===== config.mk =====
export PLATFORM = sky130hd
export DESIGN_NAME = ille_front
export DESIGN_NICKNAME = d
export VERILOG_FILES = /design/src/rtl/core/indexed_linked_list_engine_assert.svh /design/src/rtl/core/ille_pkg.sv /design/src/rtl/core/ille_front.sv
export SDC_FILE = /design/constraint.sdc
export NUM_CORES = 1
export LEC_CHECK = 0
export ABC_AREA = 1
export BUFFER_PORTS_ARGS = -buffer_cell sky130_fd_sc_hd__buf_2
export CAP_MARGIN = 20
export CORE_MARGIN = 10
export CORE_UTILIZATION = 30
export DETAILED_ROUTE_END_ITERATION = 6
export PLACE_DENSITY = 0.62
export SLEW_MARGIN = 20
export SYNTH_ARGS = -nofsm -noshare
export SYNTH_HDL_FRONTEND = slang
export SYNTH_SLANG_ARGS = --single-unit

===== constraint.sdc =====
create_clock -name clk -period 2.8 [get_ports clk]
set_input_delay 0.14 -clock clk [delete_from_list [all_inputs] [get_ports clk]]
set_output_delay 0.14 -clock clk [all_outputs]
set_load 0.02 [all_outputs]

===== src/rtl/core/indexed_linked_list_engine_assert.svh =====
// Assertion macros for the indexed linked list engine.
`ifndef INDEXED_LINKED_LIST_ENGINE_ASSERT_SVH
`define INDEXED_LINKED_LIST_ENGINE_ASSERT_SVH
// Implication checked on every rising clock edge outside reset.
`define ILL_ASSERT_IMP(label, clk, rst_n, ante, cons, msg) \
label: assert property (@(posedge clk) disable iff (!rst_n) (ante) |-> (cons)) else $error(msg);
// Next-cycle implication checked outside reset.
`define ILL_ASSERT_NEXT(label, clk, rst_n, ante, cons, msg) \
label: assert property (@(posedge clk) disable iff (!rst_n) (ante) |=> (cons)) else $error(msg);
`endif


===== src/rtl/core/ille_pkg.sv =====
// ----------------------------------------------------------------------------
// ille_pkg
// Types and codes shared by the indexed linked list engine.
// ----------------------------------------------------------------------------
package ille_pkg;
	// Number of nodes in the store; the field widths below are sized for it.
	localparam int CAPACITY = 256;

	localparam logic [2:0] OP_GET    = 3'd0;
	localparam logic [2:0] OP_SET    = 3'd1;
	localparam logic [2:0] OP_APPEND = 3'd2;
	localparam logic [2:0] OP_INSERT = 3'd3;
	localparam logic [2:0] OP_REMOVE = 3'd4;
	localparam logic [2:0] OP_SEARCH = 3'd5;

	localparam logic [1:0] ST_OK    = 2'd0;
	localparam logic [1:0] ST_RANGE = 2'd1;
	localparam logic [1:0] ST_FULL  = 2'd2;

	typedef struct packed {
		logic [2:0]         req_type;
		logic [8:0]         position;
		logic signed [31:0] item_value;
	} req_t;

	typedef struct packed {
		logic [1:0]         status;
		logic signed [31:0] data_out;
		logic               found;
		logic [7:0]         found_position;
		logic [8:0]         list_length;
	} rsp_t;
endpackage


===== src/rtl/core/ille_front.sv =====
// ----------------------------------------------------------------------------
// ille_front
// Request intake and a two-entry queue toward the list sequencer.
// ----------------------------------------------------------------------------
module ille_front (
	input  logic          clk,
	input  logic          arst_n,
	input  logic          start,
	input  ille_pkg::req_t req,
	output logic          busy,
	output logic          q_valid,
	output ille_pkg::req_t q_req,
	input  logic          q_pop,
	input  logic          back_idle
);
	import ille_pkg::*;

	req_t       buf_q [2];
	logic [1:0] cnt_q;
	logic       rd_q, wr_q;
	logic       push;

	// Requests depend on the full outcome of the previous one, so intake
	// admits one outstanding transaction across the queue and sequencer.
	assign busy    = (cnt_q != 2'd0) || !back_idle;
	assign push    = start && !busy;
	assign q_valid = cnt_q != 2'd0;
	assign q_req   = buf_q[rd_q];

	// Queue pointers and fill count.
	always_ff @(posedge clk or negedge arst_n) begin
		if (!arst_n) begin
			cnt_q <= 2'd0;
			rd_q  <= 1'b0;
			wr_q  <= 1'b0;
		end else begin
			if (push) wr_q <= !wr_q;
			if (q_pop) rd_q <= !rd_q;
			cnt_q <= cnt_q + {1'b0, push} - {1'b0, q_pop};
		end
	end

	// Queue storage.
	always_ff @(posedge clk) begin
		if (push) buf_q[wr_q] <= req;
	end
endmodule


==> impl_metrics.ini, run 1 <==
[timing]
timing.final.hold_violations = 0
skew_ps = 3.67
setup_viol = 0
fin_tns_setup_ps = 0
pin_slew_with_the_least_headroom_to_its_limit_ps = 761
final_min_period_over_clock_period = 0.720
maxSlewHeadroom = 0.492
rsz0062_at_grt = false
period_minus_slack_ps = 2010
timing_max_transition_violations_final = 0
setup_slack_ps = 785
maxClockFrequency_mhz = 496

[clocking]
cts_htree_levels = 3
cts_setup_buffers = 0
clock_pin_slew_on_the_worst_setup_and_hold_paths_ps = 60
clock-root-buffer = sky130_fd_sc_hd__clkbuf_16
cts.path.max_buffers = 2
cts_made_buffers = 9
cts_tree = yes
post_cts_hold_buffer_count = 42
worstSkewPairLatency_ps = 330
numClockSinks = 92
postCtsResizedCells = 0

[global_routing]
grt.overflow.total = 0
grt_pass1_vias = 2351
antenna_found_initial = 1
grt_util_all_layers = 0.0901
grt_max_degree = 49
first_pass_grt_wire_length_mm = 11.6

[placement]
place.port_buffers = 94
dp_slack_ps = 901
detailed_place_hpwl_mm = 5.04
placedInstanceArea_mm2 = 0.00414
place.gp.congestion = 0.707

[cells_and_area]
design.final.nets = 448
areaGrowthSynthToFinish_pct = 38.3
mostFrequentLayoutCell = sky130_fd_sc_hd__buf_2
post-route-cell-area_mm2 = 0.00484
most-common-layout-cells = 94 x sky130_fd_sc_hd__buf_2, 88 x sky130_fd_sc_hd__edfxtp_1, 53 x sky130_fd_sc_hd__nand2_1
final_layout_size_suffix_gt1_frac = 0.303
fillCellCount = 1063

[floorplanning]
floorplan.rows = 39
floorplan.io_pins = 95
dieHeight_um = 128
die-area_mm2 = 0.0164
floorplan.core_area_mm2 = 0.0114
initial_utilization = 0.307
die_width_um = 128

[synth]
syn-cell-area_mm2 = 0.00350
synth.net_count = 306
synth.ff_latch_count = 92
syn_avg_cell_area_um2 = 13.7
ys_warn_count = 0
yosysSeqAreaShare = 0.783
synthDistinctLibCells = 19
synthesis.instances = 256

[worst_setup_path]
crit_path_leading_delay_family = flip-flops
crit_chain = buf_12 > nand2_1 > o21ai_0 > buf_2
timing.critical_path.fanout_max = 48
reg2reg_depth = 4
critical_path.n_buffers_inverters = 2
max_stage_delay_ps = 860
worst_r2r_endpoint = buf_q[0][40]$_DFFE_PP_
startpoint_of_the_worst_slack_reg_to_reg_timing_path = cnt_q[1]$_DFF_PN0_
critical_path_arrival_ps = 1870
timing.critical_path.required_ps = 2660
timing.critical_path.slowest_stage_cell = sky130_fd_sc_hd__dfrtp_2
crit_path_capture_type = output pin
crit_path_start_kind = register
rrSetupSlack_ps = 930
criticalPathCategory = reg -> out

[drt]
detail_route.wl_per_cell_um = 13.2
drc = 0
drt_iter0_drc = 108
drt-total-wl_mm = 7.24
drt.antenna.violating_nets = 0
firstDrtPassIters = 4
route.detailed.vias_per_inst = 4.08
routed-via-count = 2232

[worst_hold_path]
hold_depth = 1
worst_hold_path.endpoint = buf_q[1][25]$_DFFE_PP_
worstHoldStart = req[25]
hp-class = in -> reg

[run]
maxCapViolations = 0

[power_and_ir_drop]
power.leakage_uw = 0.00203
irDropWorstVdd_mv = 0.390
pwr_density_cell_mw_per_mm2 = 864

[outcome]
outcome = complete, no violations
==> logic make-up (layout without fill, tap and decap cells) <==
logic type	count (synthesis)	in the layout	synth area share
other	0	1	0
XOR/XNOR	2	2	0.00500
flip-flops	92	92	0.783
AO/OA/AOI/OAI	44	44	0.0693
adder cells (fa/ha/maj)	1	1	0.00357
buffers and inverters	59	206	0.0740
AND/OR/NAND/NOR	58	58	0.0650
==> Yosys cell counts (all sizes together) <==
| master | count | area, µm² |
|---|---|---|
| xor2 | 1 | 8.76 |
| nand3b | 1 | 7.51 |
| buf | 10 | 75.1 |
| edfxtp | 88 | 2640 |
| ha | 1 | 12.5 |
| inv | 49 | 184 |
| nand4 | 1 | 6.26 |
| nor2 | 2 | 10.0 |
| nand2 | 53 | 199 |
| nand3 | 1 | 5.00 |
| o21ai | 44 | 243 |
| dfrtp | 4 | 100 |
| xnor2 | 1 | 8.76 |
==> how the worst max path moves through the flow <==
stage	from	endpoint	slack [ps]	depth (start not counted)
after floorplan	cnt_q[1]$_DFF_PN0_	buf_q[1][0]$_DFFE_PP_	550	3
after global placement	cnt_q[1]$_DFF_PN0_	buf_q[0][41]$_DFFE_PP_	980	4
after detailed placement	cnt_q[1]$_DFF_PN0_	buf_q[0][37]$_DFFE_PP_	900	4
after CTS	rd_q$_DFFE_PN0P_	q_req[27]	710	4
after global routing	rd_q$_DFFE_PN0P_	q_req[27]	600	4
final	rd_q$_DFFE_PN0P_	q_req[27]	790	4
==> layer usage <==
metal	wire [µm]	vias up	GRT usage
met1	2890	1025	0.0972
li1	-	1142	-
met2	3750	54	0.151
met5	0	-	0
met4	128	0	0.0444
met3	477	11	0.0360
==> flip-flops by register name, summed over array words and instances, names as in the netlist <==
name and flops:
wr_q 1, buf_q 88, rd_q 1, cnt_q 2
==> metrics by stage <==
| step | hold WS, ps | total power [µW] | instances | util |
|---|---|---|---|---|
| CTS | 1.55 | 4280 | 546 | 0.424 |
| floorplan | -156 | 2630 | 256 | - |
| global route | 0.216 | 4440 | 547 | 0.424 |
| global placement | -46.1 | 3040 | 488 | 0.362 |
| finish | 9.48 | 4180 | 547 | 0.424 |
| detailed placement | -42.8 | 3060 | 488 | 0.362 |
==> report_power, final <==
part | total [µW] | switching [µW] | internal (µW)
registers | 1780 | 132 | 1650
logic | 1260 | 825 | 430
clock network | 1150 | 467 | 682
==> worst reg2reg max path, delay by kind of cell (launching register included) <==
| family | cells | cell delay (ps) |
|---|---|---|
| DFF | 1 | 400 |
| buffers and inverters | 2 | 810 |
| and+or+nand+nor | 2 | 340 |
==> layout make-up <==
class	count	area (µm²)	share of cell area
Multi-Input combinational cell	105	508	0.105
Clock buffer	10	229	0.0473
Timing Repair Buffer	141	941	0.194
Clock inverter	6	55.1	0.0114
Tap cell	143	179	0.0370
Antenna cell	1	2.50	0.000517
Sequential cell	92	2740	0.567
Inverter	49	184	0.0380
(Power assumes the default switching activity.)
==> inputs of run 2 (changes only) <==
- PLACE_DENSITY: 0.62 -> 0.61
- clock period: 2.8 -> 2.1 ns (I/O delays scaled with it)
==> run 2 against run 1 <==
Net effect: via count shrank 0.18%; hold slack gained 110 ps; sequential power grew 31%; clock-buffer cell count grew 1; global-route usage is essentially flat; combinational power grew 40%; register-to-register slack lost 440 ps; setup slack lost 440 ps; total power grew 31%; non-clock buffer count grew 5; clock skew is essentially flat; critical path depth is the same; critical endpoint is now q_req[28].
==> impl_metrics.ini, run 2 (synthesized netlist as in run 1, its figures left out) <==
[clocking]
cts_tree = yes
post_cts_hold_buffer_count = 46
clock-root-buffer = sky130_fd_sc_hd__clkbuf_16
cts_setup_buffers = 0
cts.path.max_buffers = 2
cts_made_buffers = 9
clock_pin_slew_on_the_worst_setup_and_hold_paths_ps = 60
worstSkewPairLatency_ps = 320
numClockSinks = 92
postCtsResizedCells = 0
cts_htree_levels = 3

[timing]
maxClockFrequency_mhz = 570
pin_slew_with_the_least_headroom_to_its_limit_ps = 540
skew_ps = 4.14
rsz0062_at_grt = false
timing_max_transition_violations_final = 0
fin_tns_setup_ps = 0
timing.final.hold_violations = 0
setup_viol = 0
final_min_period_over_clock_period = 0.836
period_minus_slack_ps = 1760
maxSlewHeadroom = 0.640

[global_routing]
grt_pass1_vias = 2414
grt_util_all_layers = 0.0898
global_route.usage.met1 = 0.0948
globalRouteMet3Util = 0.0364
grt.overflow.total = 0
met2_track_demand_over_resource_in_global_routing = 0.155
antenna_found_initial = 0
top_usage_layer = met2
grt_max_degree = 35
first_pass_grt_wire_length_mm = 11.7

[worst_hold_path]
hp-class = in -> async

[drt]
drt_iter0_drc = 78
route.detailed.vias_per_inst = 4.05
routed-via-count = 2228
detail_route.wl_per_cell_um = 13.1
firstDrtPassIters = 4
drc = 0
drt-total-wl_mm = 7.22
drt.antenna.violating_nets = 0

[worst_setup_path]
rrSetupSlack_ps = 490
crit_path_start_kind = register
criticalPathCategory = reg -> out
timing.critical_path.from = rd_q$_DFFE_PN0P_
crit_path_capture_type = output pin
critical_path.n_buffers_inverters = 2
max_stage_delay_ps = 710
critical_path_arrival_ps = 1650
reg2reg_depth = 4
timing.critical_path.fanout_max = 34
timing.critical_path.slowest_stage_cell = sky130_fd_sc_hd__dfrtp_2
startpoint_of_the_worst_slack_reg_to_reg_timing_path = cnt_q[1]$_DFF_PN0_
timing.critical_path.required_ps = 2000
crit_chain = buf_12 > nand2_1 > o21ai_0 > buf_2
crit_path_depth = 4
crit_path_leading_delay_family = flip-flops

[cells_and_area]
final_layout_size_suffix_gt1_frac = 0.297
reg_with_most_ffs = buf_q
number_of_flip_flops_in_the_largest_register = 88
areaGrowthSynthToFinish_pct = 38.9
multi_input_area_um2 = 508
fin_util = 0.426
fillCellCount = 1086
top_regs = buf_q x88, cnt_q x2
mostFrequentLayoutCell = sky130_fd_sc_hd__buf_2
design.final.nets = 453
antenna_cell_count = 0
most-common-layout-cells = 94 x sky130_fd_sc_hd__buf_2, 88 x sky130_fd_sc_hd__edfxtp_1, 53 x sky130_fd_sc_hd__nand2_1
layout.area.seq_mm2 = 0.00274

[power_and_ir_drop]
power.leakage_uw = 0.00205
pwr_density_cell_mw_per_mm2 = 1120
irDropWorstVdd_mv = 0.414

[floorplanning]
floorplan.io_pins = 95
floorplan.core_area_mm2 = 0.0114
initial_utilization = 0.307
floorplan.rows = 39
die-area_mm2 = 0.0164
dieHeight_um = 128
die_width_um = 128

[outcome]
outcome = complete, no violations

[placement]
place.gp.congestion = 0.696
place.port_buffers = 94
detailed_place_hpwl_mm = 4.94

[run]
maxCapViolations = 0
[run 2: worst paths after layout]
check,end
min,cnt_q[0]$_DFF_PN0_
max,q_req[28]
max reg2reg,buf_q[1][19]$_DFFE_PP_
min in group clk,wr_q$_DFFE_PN0P_
max in group asynchronous,rd_q$_DFFE_PN0P_
min reg2reg,wr_q$_DFFE_PN0P_
[run 2: stage by stage]
stage / setup WS [ps] / hold WS [ps] / area (µm²) / power (µW) / instances
3_3_place_gp: 533 / -81.0 / 4160 / 4100 / 489
4_1_cts: 278 / 95.8 / 4870 / 5610 / 550
2_1_floorplan: 176 / -191 / 3510 / 3510 / 256
6_report: 345 / 117 / 4870 / 5470 / 550
5_1_grt: 180 / 114 / 4870 / 5820 / 550
3_5_place_dp: 511 / -77.5 / 4160 / 4120 / 489
[run 2: metal layers]
layer	share of wire	vias to the layer above	wire [µm]
met4	0.014	0	99
met3	0.070	9	508
met2	0.52	58	3760
met5	0	-	0
met1	0.39	1014	2850
li1	-	1147	-
[run 2: worst reg2reg max path, cell delays in order (launching register included)]
cell and delay (ps):
sky130_fd_sc_hd__dfrtp_1 400, sky130_fd_sc_hd__nor2_2 180, sky130_fd_sc_hd__nand3_1 190, sky130_fd_sc_hd__nor2_4 130, sky130_fd_sc_hd__buf_4 360
[run 2: report_power, final]
part / switching [µW] / leakage (µW) / internal (µW)
clock network: 597 / 0.000124 / 783
logic: 1140 / 0.00108 / 613
registers: 138 / 0.000843 / 2200
[run 2: layout make-up]
class / instances / share of cell area
Timing Repair Buffer: 146 / 0.206
Inverter: 49 / 0.0378
Sequential cell: 92 / 0.564
Clock buffer: 11 / 0.0478
Multi-Input combinational cell: 105 / 0.104
Tap cell: 143 / 0.0368
Clock inverter: 4 / 0.00360
==> inputs of run 3 (changes only) <==
- clock period: 2.1 -> 1.8 ns (I/O delays scaled with it)
==> run 3 against run 2 <==
Net effect: die area unchanged; combinational power up 22%; first-iteration DRC count increased by 15%; via count is 2.4% higher; register-to-register slack got worse by 160 ps; sequential share of layout area fell by 0.88 points; critical endpoint is now q_req[24]; largest cell class unchanged; largest power group unchanged; highest routed layer unchanged.
==> impl_metrics.ini, run 3 (synthesized netlist as in run 1, its figures left out) <==
[timing]
maxSlewHeadroom = 0.722
fin_tns_setup_ps = 0
setup_viol = 0
period_minus_slack_ps = 1600
skew_ps = 7.28
rsz0062_at_grt = false
setup_slack_ps = 198
final_min_period_over_clock_period = 0.890
pin_slew_with_the_least_headroom_to_its_limit_ps = 418
fin_worst_hold_slack_ps = 93.4
timing_max_transition_violations_final = 0
timing.final.hold_violations = 0
maxClockFrequency_mhz = 624

[global_routing]
first_pass_grt_wire_length_mm = 11.9
grt_util_all_layers = 0.0907
grt_pass1_vias = 2476
antenna_found_initial = 0
grt_max_degree = 48
grt.overflow.total = 0

[cells_and_area]
reg_with_most_ffs = buf_q
areaGrowthSynthToFinish_pct = 41.2
antenna_cell_count = 0
final_layout_size_suffix_gt1_frac = 0.301
final_cell_count_no_fill = 551
post-route-cell-area_mm2 = 0.00494
top_regs = buf_q x88, cnt_q x2
design.final.nets = 453
number_of_flip_flops_in_the_largest_register = 88
fillCellCount = 1087
mostFrequentLayoutCell = sky130_fd_sc_hd__buf_2
most-common-layout-cells = 94 x sky130_fd_sc_hd__buf_2, 88 x sky130_fd_sc_hd__edfxtp_1, 53 x sky130_fd_sc_hd__nand2_1

[floorplanning]
floorplan.io_pins = 95
floorplan.rows = 39
die_width_um = 128
dieHeight_um = 128
floorplan.core_area_mm2 = 0.0114
initial_utilization = 0.307
die-area_mm2 = 0.0164

[drt]
drc = 0
dr_wl_met3_um = 439
firstDrtPassIters = 4
route.top_layer_used = met4
route.detailed.vias_per_inst = 4.14
drt-total-wl_mm = 7.40
drt_iter0_drc = 90
detail_route.wl_per_cell_um = 13.4
wl_met2_mm = 3.88
wirelength_met1_mm = 2.97
drt.antenna.violating_nets = 0
routed-via-count = 2282

[worst_setup_path]
timing.critical_path.slowest_stage_cell = sky130_fd_sc_hd__dfrtp_2
criticalPathCategory = reg -> out
rrSetupSlack_ps = 330
worst_r2r_endpoint = buf_q[1][21]$_DFFE_PP_
crit_chain = buf_4 > nand2_1 > o21ai_0 > buf_2
timing.critical_path.required_ps = 1710
timing.critical_path.from = rd_q$_DFFE_PN0P_
timing.critical_path.fanout_max = 42
critical_path_arrival_ps = 1510
max_stage_delay_ps = 380
worstSetupEndpoint = q_req[24]
crit_path_capture_type = output pin
crit_path_start_kind = register
reg2reg_depth = 4
startpoint_of_the_worst_slack_reg_to_reg_timing_path = cnt_q[1]$_DFF_PN0_

[placement]
place.gp.congestion = 0.664
place.port_buffers = 94
placedCellCount = 489
detailed_place_hpwl_mm = 5.16
dp_slack_ps = 343
placedInstanceArea_mm2 = 0.00420

[clocking]
cts_htree_levels = 3
postCtsResizedCells = 0
cts.path.max_buffers = 2
cts_setup_buffers = 0
cts_made_buffers = 9
cts_tree = yes
clock-root-buffer = sky130_fd_sc_hd__clkbuf_16
numClockSinks = 92
worstSkewPairLatency_ps = 330
clock_pin_slew_on_the_worst_setup_and_hold_paths_ps = 60

[power_and_ir_drop]
pwr_density_cell_mw_per_mm2 = 1330
power_switching_share = 0.339
internal_power_uw = 4350
power.switching_uw = 2230
irDropWorstVdd_mv = 0.692
power.sequential.fraction = 0.400
pwr-share-comb = 0.326
power.leakage_uw = 0.00205
clockPowerShare = 0.273

[run]
maxCapViolations = 0

[worst_hold_path]
hp-class = in -> async

[outcome]
outcome = complete, no violations
==> run 3: changes by cell type in the layout (fill, tap and decap cells not counted), sizes merged <==
cell,previous run,this run
clkbuf,11,12
bufinv,0,1
inv,49,48
clkinvlp,0,3
clkinv,4,1
==> run 3: stage by stage <==
stage                     total power (µW)   util
after global placement                4780  0.368
after detailed placement              4810  0.368
after global routing                  6980  0.433
after CTS                             6710  0.433
after floorplan                       4100      -
final                                 6590  0.433
==> run 3: worst min-delay path by stage <==
stage            from            endpoint  slack (ps)  cells past startpoint
4_1_cts        arst_n  cnt_q[0]$_DFF_PN0_          90                      2
2_1_floorplan  arst_n  cnt_q[0]$_DFF_PN0_        -210                      0
5_1_grt        arst_n    wr_q$_DFFE_PN0P_          90                      2
3_3_place_gp   arst_n  cnt_q[1]$_DFF_PN0_        -100                      1
3_5_place_dp   arst_n  cnt_q[1]$_DFF_PN0_        -100                      1
6_report       arst_n  cnt_q[0]$_DFF_PN0_          90                      2
==> run 3: routing by layer <==
metal | track usage | vias to the layer above
li1 | - | 1151
met1 | 0.0926 | 1069
met2 | 0.161 | 53
met3 | 0.0409 | 9
met4 | 0.0305 | 0
met5 | 0 | -
==> run 3: repair_timing <==
action,in CTS,in global routing
hold endpoints to repair,93,0
hold buffers,46,0
endpoints found under the setup margin,0,0
==> run 3: layout make-up <==
| class | count | area, µm² | area share |
|---|---|---|---|
| sequential | 92 | 2740 | 0.555 |
| timing repair buffer | 146 | 1040 | 0.210 |
| multi-input combinational | 105 | 508 | 0.103 |
| clock buffer | 12 | 236 | 0.0478 |
| inverter | 49 | 188 | 0.0380 |
| tap | 143 | 179 | 0.0362 |
| clock inverter | 4 | 50.0 | 0.0101 |
==> run 3: critical path, delay by kind of cell (launching register included) <==
family / cells / cell delay, ps
AO/OA/AOI/OAI: 1 / 110
buffers and inverters: 2 / 580
flip-flops: 1 / 380
AND/OR/NAND/NOR: 1 / 80
==> run 3: power groups by stage <==
| stage | sequential, µW | combinational (µW) | clock, µW |
|---|---|---|---|
| after global placement | 2670 | 2100 | 0 |
| final | 2630 | 2150 | 1800 |
| after global routing | 2650 | 2360 | 1970 |
| after CTS | 2640 | 2220 | 1860 |
| after floorplan | 2660 | 1430 | 0 |
| after detailed placement | 2680 | 2130 | 0 |
